**config.mk**
```make
export PLATFORM = sky130hd
export DESIGN_NAME = wav_loop_point_finder_core
export DESIGN_NICKNAME = d
export VERILOG_FILES = /design/src/rtl/wlpf_pkg.sv /design/src/rtl/wav_loop_point_finder_core.sv /design/src/rtl/wlpf_parser.sv
export SDC_FILE = /design/constraint.sdc
export NUM_CORES = 1
export LEC_CHECK = 0
export ABC_AREA = 1
export BUFFER_PORTS_ARGS = -buffer_cell sky130_fd_sc_hd__buf_4
export CAP_MARGIN = 20
export CELL_PAD_IN_SITES_DETAIL_PLACEMENT = 1
export CELL_PAD_IN_SITES_GLOBAL_PLACEMENT = 1
export CORE_AREA = 3 3 194 196
export DETAILED_ROUTE_END_ITERATION = 6
export DIE_AREA = 0 0 197 199
export PLACE_DENSITY = 0.55
export SYNTH_ARGS = -nofsm -noshare
export SYNTH_HDL_FRONTEND = slang
export SYNTH_SLANG_ARGS = --single-unit
```
**constraint.sdc**
```tcl
create_clock -name clk -period 5 [get_ports clk]
set_clock_uncertainty 0.2 [all_clocks]
set_input_delay 1 -clock clk [delete_from_list [all_inputs] [get_ports clk]]
set_output_delay 1 -clock clk [all_outputs]
set_load 0.1 [all_outputs]
```
**src/rtl/wlpf_pkg.sv**
```systemverilog
// Package for the WAV loop point finder: beat types of the byte and result channels.
// No dependencies.
`default_nettype none

package wlpf_pkg;

	typedef struct packed {
		logic [7:0] data_byte;
		logic       final_byte;
	} in_beat_t;

	typedef struct packed {
		logic        found;
		logic [31:0] lp_start;
		logic [31:0] lp_end;
	} out_beat_t;

endpackage

`default_nettype wire

```
**src/rtl/wav_loop_point_finder_core.sv**
```systemverilog
// Top level of the WAV loop point finder: input beat register, parser, result register.
// Depends on wlpf_pkg and wlpf_parser.
`default_nettype none

// Streams a RIFF/WAVE file one byte per beat and reports the first loop of the
// first smpl chunk. Every byte beat is caught in an input register and parsed
// from there; one result beat leaves on the beat flagged final_byte, after which
// the parser is back in its reset state for the next file. Throughput is one byte
// per cycle; the input side holds only while a final beat waits for the result
// register, which frees as soon as the previous result is taken.
// The final byte passes from the input register through the parser into the result register.
// found is 0 (with zero loop points) on a bad RIFF or WAVE tag, a zero loop count,
// no smpl chunk, or a file that ends early.
module wav_loop_point_finder_core (
	input  wire                  clk,
	input  wire                  arst_n,
	input  wire                  byte_valid,
	output logic                 byte_ready,
	input  wlpf_pkg::in_beat_t   byte_data,
	output logic                 loop_valid,
	input  wire                  loop_ready,
	output wlpf_pkg::out_beat_t  loop_data
);
	import wlpf_pkg::*;

	logic      valid_s1;
	in_beat_t  data_s1;
	logic      out_free;
	logic      advance;
	out_beat_t result;
	logic      out_valid_q;
	out_beat_t out_data_q;

	assign out_free   = !out_valid_q || loop_ready;
	assign advance    = valid_s1 && (!data_s1.final_byte || out_free);
	assign byte_ready = !valid_s1 || advance;

	always_ff @(posedge clk or negedge arst_n) begin
		if (!arst_n) begin
			valid_s1 <= 1'b0;
		end else if (byte_ready) begin
			valid_s1 <= byte_valid;
		end
	end

	always_ff @(posedge clk) begin
		if (byte_ready && byte_valid) begin
			data_s1 <= byte_data;
		end
	end

	wlpf_parser u_parser (
		.clk    (clk),
		.arst_n (arst_n),
		.step   (advance),
		.beat   (data_s1),
		.result (result)
	);

	always_ff @(posedge clk or negedge arst_n) begin
		if (!arst_n) begin
			out_valid_q <= 1'b0;
		end else if (out_free) begin
			out_valid_q <= advance && data_s1.final_byte;
		end
	end

	always_ff @(posedge clk) begin
		if (out_free && advance && data_s1.final_byte) begin
			out_data_q <= result;
		end
	end

	assign loop_valid = out_valid_q;
	assign loop_data  = out_data_q;

endmodule

`default_nettype wire

```
**src/rtl/wlpf_parser.sv**
```systemverilog
// RIFF/WAVE chunk walker: parse state registers and the per-byte next-state logic.
// Depends on wlpf_pkg.
`default_nettype none

module wlpf_parser (
	input  wire                  clk,
	input  wire                  arst_n,
	input  wire                  step,
	input  wlpf_pkg::in_beat_t   beat,
	output wlpf_pkg::out_beat_t  result
);
	import wlpf_pkg::*;

	typedef enum logic [7:0] {
		PH_RIFF  = 8'b0000_0001,
		PH_RSIZE = 8'b0000_0010,
		PH_WAVE  = 8'b0000_0100,
		PH_CTAG  = 8'b0000_1000,
		PH_CSIZE = 8'b0001_0000,
		PH_SKIP  = 8'b0010_0000,
		PH_SMPL  = 8'b0100_0000,
		PH_DONE  = 8'b1000_0000
	} phase_t;

	localparam logic [31:0] TAG_RIFF = 32'h4646_4952;
	localparam logic [31:0] TAG_WAVE = 32'h4556_4157;
	localparam logic [31:0] TAG_SMPL = 32'h6c70_6d73;

	localparam logic [5:0] OFS_COUNT = 6'd28;
	localparam logic [5:0] OFS_START = 6'd44;
	localparam logic [5:0] OFS_END   = 6'd48;

	phase_t      phase_q, phase_n;
	logic [1:0]  bw_q, bw_n;
	logic [31:0] word_q, word_n;
	logic [31:0] skip_q, skip_n;
	logic [5:0]  ofs_q, ofs_n;
	logic [31:0] start_q, start_n;
	logic [31:0] end_q, end_n;
	logic        hit_q, hit_n;

	logic [31:0] word_sh;
	logic        word_full;
	logic [31:0] skip_dec;

	assign word_sh   = {beat.data_byte, word_q[31:8]};
	assign word_full = (bw_q == 2'd3);
	assign skip_dec  = skip_q - 32'd1;

	always_comb begin
		phase_n = phase_q;
		bw_n    = bw_q;
		word_n  = word_q;
		skip_n  = skip_q;
		ofs_n   = ofs_q;
		start_n = start_q;
		end_n   = end_q;
		hit_n   = hit_q;
		case (phase_q)
			PH_RIFF: begin
				word_n = word_sh;
				bw_n   = bw_q + 2'd1;
				if (word_full)
					phase_n = (word_sh == TAG_RIFF) ? PH_RSIZE : PH_DONE;
			end
			PH_RSIZE: begin
				word_n = word_sh;
				bw_n   = bw_q + 2'd1;
				if (word_full)
					phase_n = PH_WAVE;
			end
			PH_WAVE: begin
				word_n = word_sh;
				bw_n   = bw_q + 2'd1;
				if (word_full)
					phase_n = (word_sh == TAG_WAVE) ? PH_CTAG : PH_DONE;
			end
			PH_CTAG: begin
				word_n = word_sh;
				bw_n   = bw_q + 2'd1;
				if (word_full) begin
					hit_n   = 1'b0;
					// bit 0 of the offset flags a smpl chunk until the size is in
					ofs_n   = (word_sh == TAG_SMPL) ? 6'd1 : 6'd0;
					phase_n = PH_CSIZE;
				end
			end
			PH_CSIZE: begin
				word_n = word_sh;
				bw_n   = bw_q + 2'd1;
				if (word_full) begin
					if (ofs_q == 6'd1) begin
						ofs_n   = 6'd0;
						word_n  = 32'd0;
						phase_n = PH_SMPL;
					end else begin
						skip_n  = word_sh;
						phase_n = (word_sh == 32'd0) ? PH_CTAG : PH_SKIP;
					end
				end
			end
			PH_SKIP: begin
				skip_n = skip_dec;
				if (skip_dec == 32'd0)
					phase_n = PH_CTAG;
			end
			PH_SMPL: begin
				ofs_n = ofs_q + 6'd1;
				if (ofs_q inside {[OFS_COUNT:OFS_COUNT + 6'd3]}) begin
					word_n = word_sh;
					if (ofs_q == OFS_COUNT + 6'd3 && word_sh == 32'd0) begin
						ofs_n   = ofs_q;
						phase_n = PH_DONE;
					end
				end else if (ofs_q inside {[OFS_START:OFS_START + 6'd3]}) begin
					start_n = {beat.data_byte, start_q[31:8]};
				end else if (ofs_q inside {[OFS_END:OFS_END + 6'd3]}) begin
					end_n = {beat.data_byte, end_q[31:8]};
					if (ofs_q == OFS_END + 6'd3) begin
						ofs_n   = ofs_q;
						hit_n   = 1'b1;
						phase_n = PH_DONE;
					end
				end
			end
			PH_DONE: begin
				phase_n = PH_DONE;
			end
			default: begin
				phase_n = PH_DONE;
			end
		endcase
	end

	always_comb begin
		result.found    = hit_n;
		result.lp_start = hit_n ? start_n : 32'd0;
		result.lp_end   = hit_n ? end_n : 32'd0;
	end

	// the final beat is parsed, reported, and then everything returns to reset
	always_ff @(posedge clk or negedge arst_n) begin
		if (!arst_n) begin
			phase_q <= PH_RIFF;
			bw_q    <= 2'd0;
			word_q  <= 32'd0;
			skip_q  <= 32'd0;
			ofs_q   <= 6'd0;
			start_q <= 32'd0;
			end_q   <= 32'd0;
			hit_q   <= 1'b0;
		end else if (step) begin
			if (beat.final_byte) begin
				phase_q <= PH_RIFF;
				bw_q    <= 2'd0;
				word_q  <= 32'd0;
				skip_q  <= 32'd0;
				ofs_q   <= 6'd0;
				start_q <= 32'd0;
				end_q   <= 32'd0;
				hit_q   <= 1'b0;
			end else begin
				phase_q <= phase_n;
				bw_q    <= bw_n;
				word_q  <= word_n;
				skip_q  <= skip_n;
				ofs_q   <= ofs_n;
				start_q <= start_n;
				end_q   <= end_n;
				hit_q   <= hit_n;
			end
		end
	end

endmodule

`default_nettype wire

```
==> impl_results.md <==
* Outcome: complete, no violations
* Pwr dens at 432 nW/um^2
* Final WL at 32.9 mm
* Routed Antenna Nets at 0
* Number of port buffers at 79
* Design Power at 5.48 mW
* Top Ports at 80
* CP Capture Type: register
* Max_cap viols at 0
* Synth Area in XOR/XNOR at 0.487%
* CP required at 5.19 ns
* Largest net degree at the start of global routing at 87
* Vias per cell at 4.88
* # fillers at 4260
* Clock sinks at 213
* Post-CTS setup buffer count at 0
* Storage cell area at 5700 sq um
* Internal cell power at 3.45 mW
* Final Hold Viols at 0
* Maximum VDD drop at 0.000197 V
* Post-CTS sizing at 0
* Crit path arrival time at 3.51 ns
* # nets final at 1339
* Synth Area in Simple Gates at 24.0%
* Bufs on Longest Clock Path at 3
* Setup slack after layout at 1.68 ns
* Minimum clock period at 3.32 ns
* Startpoint Class: register
* Insertion delay to the later sink of the worst-skew pair at 0.53 ns
* Least-Margin Pin Slew at 0.951 ns
* Sw Pwr at 2.04 mW
* CP Class: register to register
* Post-Synthesis Cells at 1250
* Synthesized-area fraction occupied by adder cells at 0.696%
* Async set-or-reset flop fraction in the synthesized netlist at 65.3%
* HP Class: register to register
* Crit share post-route at 66.3%
* Mean post-synth cell area at 8.63 sq um
* Reg2Reg Depth at 12
* Post-synth EDFFs at 74
* Gr ovfl total at 0
* Largest family of logic cells by synthesized area: simple AND/OR/NAND/NOR gates
* WL per Instance at 18.2 um
* CTS clk-pin slew, worst paths at 0.06 ns
* Die ar. at 39200 sq um
* Final core occ at 35.0%
* Hold path depth at 2
* Most frequent cells in the layout: nand2_1, nor2_1, inv_1, dfrtp_1, buf_4
* Number of antenna violations at the first check in global routing at 1
* Flop pwr share at 38.9%
* Slew Limit Fails at 0
* CTS buffer count at 27
* Synth-to-layout area growth at 17.6%
* Detailed-route DRC error count at 0
* Row cnt at 70
* Total track usage at 16.9%
* CTS root buf: clkbuf_16
* #FFs+latches synth at 213
* Net Sw Frac at 37.2%
* Vias in the first global route at 9307
* Dpl hpwl at 23.4 mm
* Drt first pass iters at 4
* Most common cell after layout, fill and taps aside: nand2_1
* DP Worst Slack at 1.20 ns
* Final setup violating endpoints at 0
* Routability Congestion at 0.812
* Detailed Route Iter0 Violations at 384
* Sequential fraction of the synthesis area at 52.8%
* Via count at 8816
* H-tree depth at 1
* YS warnings at 0
* Synth Area in Compound Gates at 13.8%
* CTS tree: built
* Mux contribution to synthesized area at 0.278%
* CTS Hold Bufs at 0
* Worst slew margin at 36.5%
* Gate power share at 26.9%
* Die Wd at 197 um
* Net count after synthesis at 1269
* Synth cell types at 47
* Multi-input logic area at 4250 sq um
* Core ar. at 36300 sq um
* Peak Freq at 302 MHz
* Share of cells above drive strength 1 at 17.8%
* Die H at 199 um
* Clock power share at 34.2%
* RSZ-0062 raised after global routing: false
* Top_reg_cell synth: dfrtp_1
* Fin Setup TNS at 0 ns
* Global-route wire length before repair at 53.1 mm
* Cell Area, Synth at 10800 sq um
* Lkg Pwr at 5.50 nW
* Initial core utilization at 29.8%
* Critical path peak fanout at 52
* Diodes inserted at 0
cell usage after synthesis, types with 3 or more instances:
master	instances	area, sq um
nand3_2	17	170
nor2_4	6	67.6
o21ai_2	19	166
o21ai_0	74	370
nor4_1	3	18.8
clkbuf_1	32	120
o31ai_1	4	30.0
inv_1	144	541
ha_1	6	75.1
o22ai_1	72	450
nand2_2	11	68.8
nand4_1	21	131
a21oi_1	48	240
nand2_1	214	803
o21ai_1	30	150
nand2_4	6	67.6
edfxtp_1	74	2220
nor2_2	13	81.3
nor2_1	194	728
nor3_1	9	45.0
nand3_1	51	255
xor2_1	5	43.8
buf_2	19	95.1
mux2i_1	3	30.0
inv_2	12	45.0
dfrtp_1	138	3450
path summary, 6_finish.rpt:
kind                                          start                   to  slack, ns
min in group asynchronous                    arst_n  u_parser.start_q[5]       0.32
worst max-delay path            u_parser.phase_q[0]  u_parser.skip_q[22]       1.68
worst min-delay path            u_parser.phase_q[0]  u_parser.phase_q[0]       0.29
worst min register to register  u_parser.phase_q[0]  u_parser.phase_q[0]       0.29
worst max register to register  u_parser.phase_q[0]  u_parser.skip_q[22]       1.68
max in group asynchronous                    arst_n   u_parser.end_q[17]       3.27
worst max-delay path: stages (launching register included):
cell	delay, ns
dfstp_2	0.55
inv_2	0.05
nand2_4	0.11
nor2_8	0.07
nand4_4	0.05
buf_4	0.46
inv_2	0.26
o21ai_1	0.25
or2_1	0.49
buf_4	0.36
a21oi_1	0.07
o21ai_1	0.09
o21ai_0	0.11
state kept, by name, summed over array words and instances (netlist names):
name / flops
u_parser.ofs_q: 6
data_s1: 9
u_parser.word_q: 24
loop_valid: 1
valid_s1: 1
u_parser.hit_q: 1
u_parser.skip_q: 32
u_parser.end_q: 32
u_parser.start_q: 32
u_parser.phase_q: 8
loop_data: 65
u_parser.bw_q: 2
power groups by stage:
stage               registers [mW]  clock network (mW)  logic [mW]
finish                        2.13                1.88        1.47
global route                  2.16                2.01        1.66
CTS                           2.13                1.94        1.50
detailed placement            2.16                   0        1.49
global placement              2.16                   0        1.48
floorplan                     2.28                   0       0.914
routing by layer:
| metal | vias to the layer above | GRT usage (%) | part of all wire (%) |
|---|---|---|---|
| li1 | 4301 | - | - |
| met1 | 4354 | 23.0 | 47 |
| met2 | 118 | 28.7 | 47 |
| met3 | 43 | 1.95 | 2.8 |
| met4 | 0 | 4.99 | 2.8 |
| met5 | - | 0 | 0 |
metrics by stage:
step / hold WS [ns] / cells / cell area (sq um)
floorplan: 0.253 / 1250 / 10800
global placement: 0.268 / 1759 / 11800
detailed placement: 0.274 / 1759 / 11800
CTS: 0.287 / 1808 / 12700
global route: 0.319 / 1808 / 12700
finish: 0.285 / 1808 / 12700
logic make-up after synthesis:
kind of cell,Yosys count
xor+xnor,6
buf+inv,211
compound gates,256
mux,3
fa+ha+maj,6
simple gates,555
flops,213
area by class of cell:
| type | instances | share of cell area [%] |
|---|---|---|
| clock buffers | 36 | 5.82 |
| flip-flops and latches | 213 | 44.9 |
| repair buffers | 95 | 5.65 |
| multi-input cells | 826 | 33.5 |
| inverters | 157 | 4.64 |
| clock inverters | 13 | 0.877 |
| well taps | 468 | 4.61 |
Note: power is estimated with default switching activity, not from simulation.
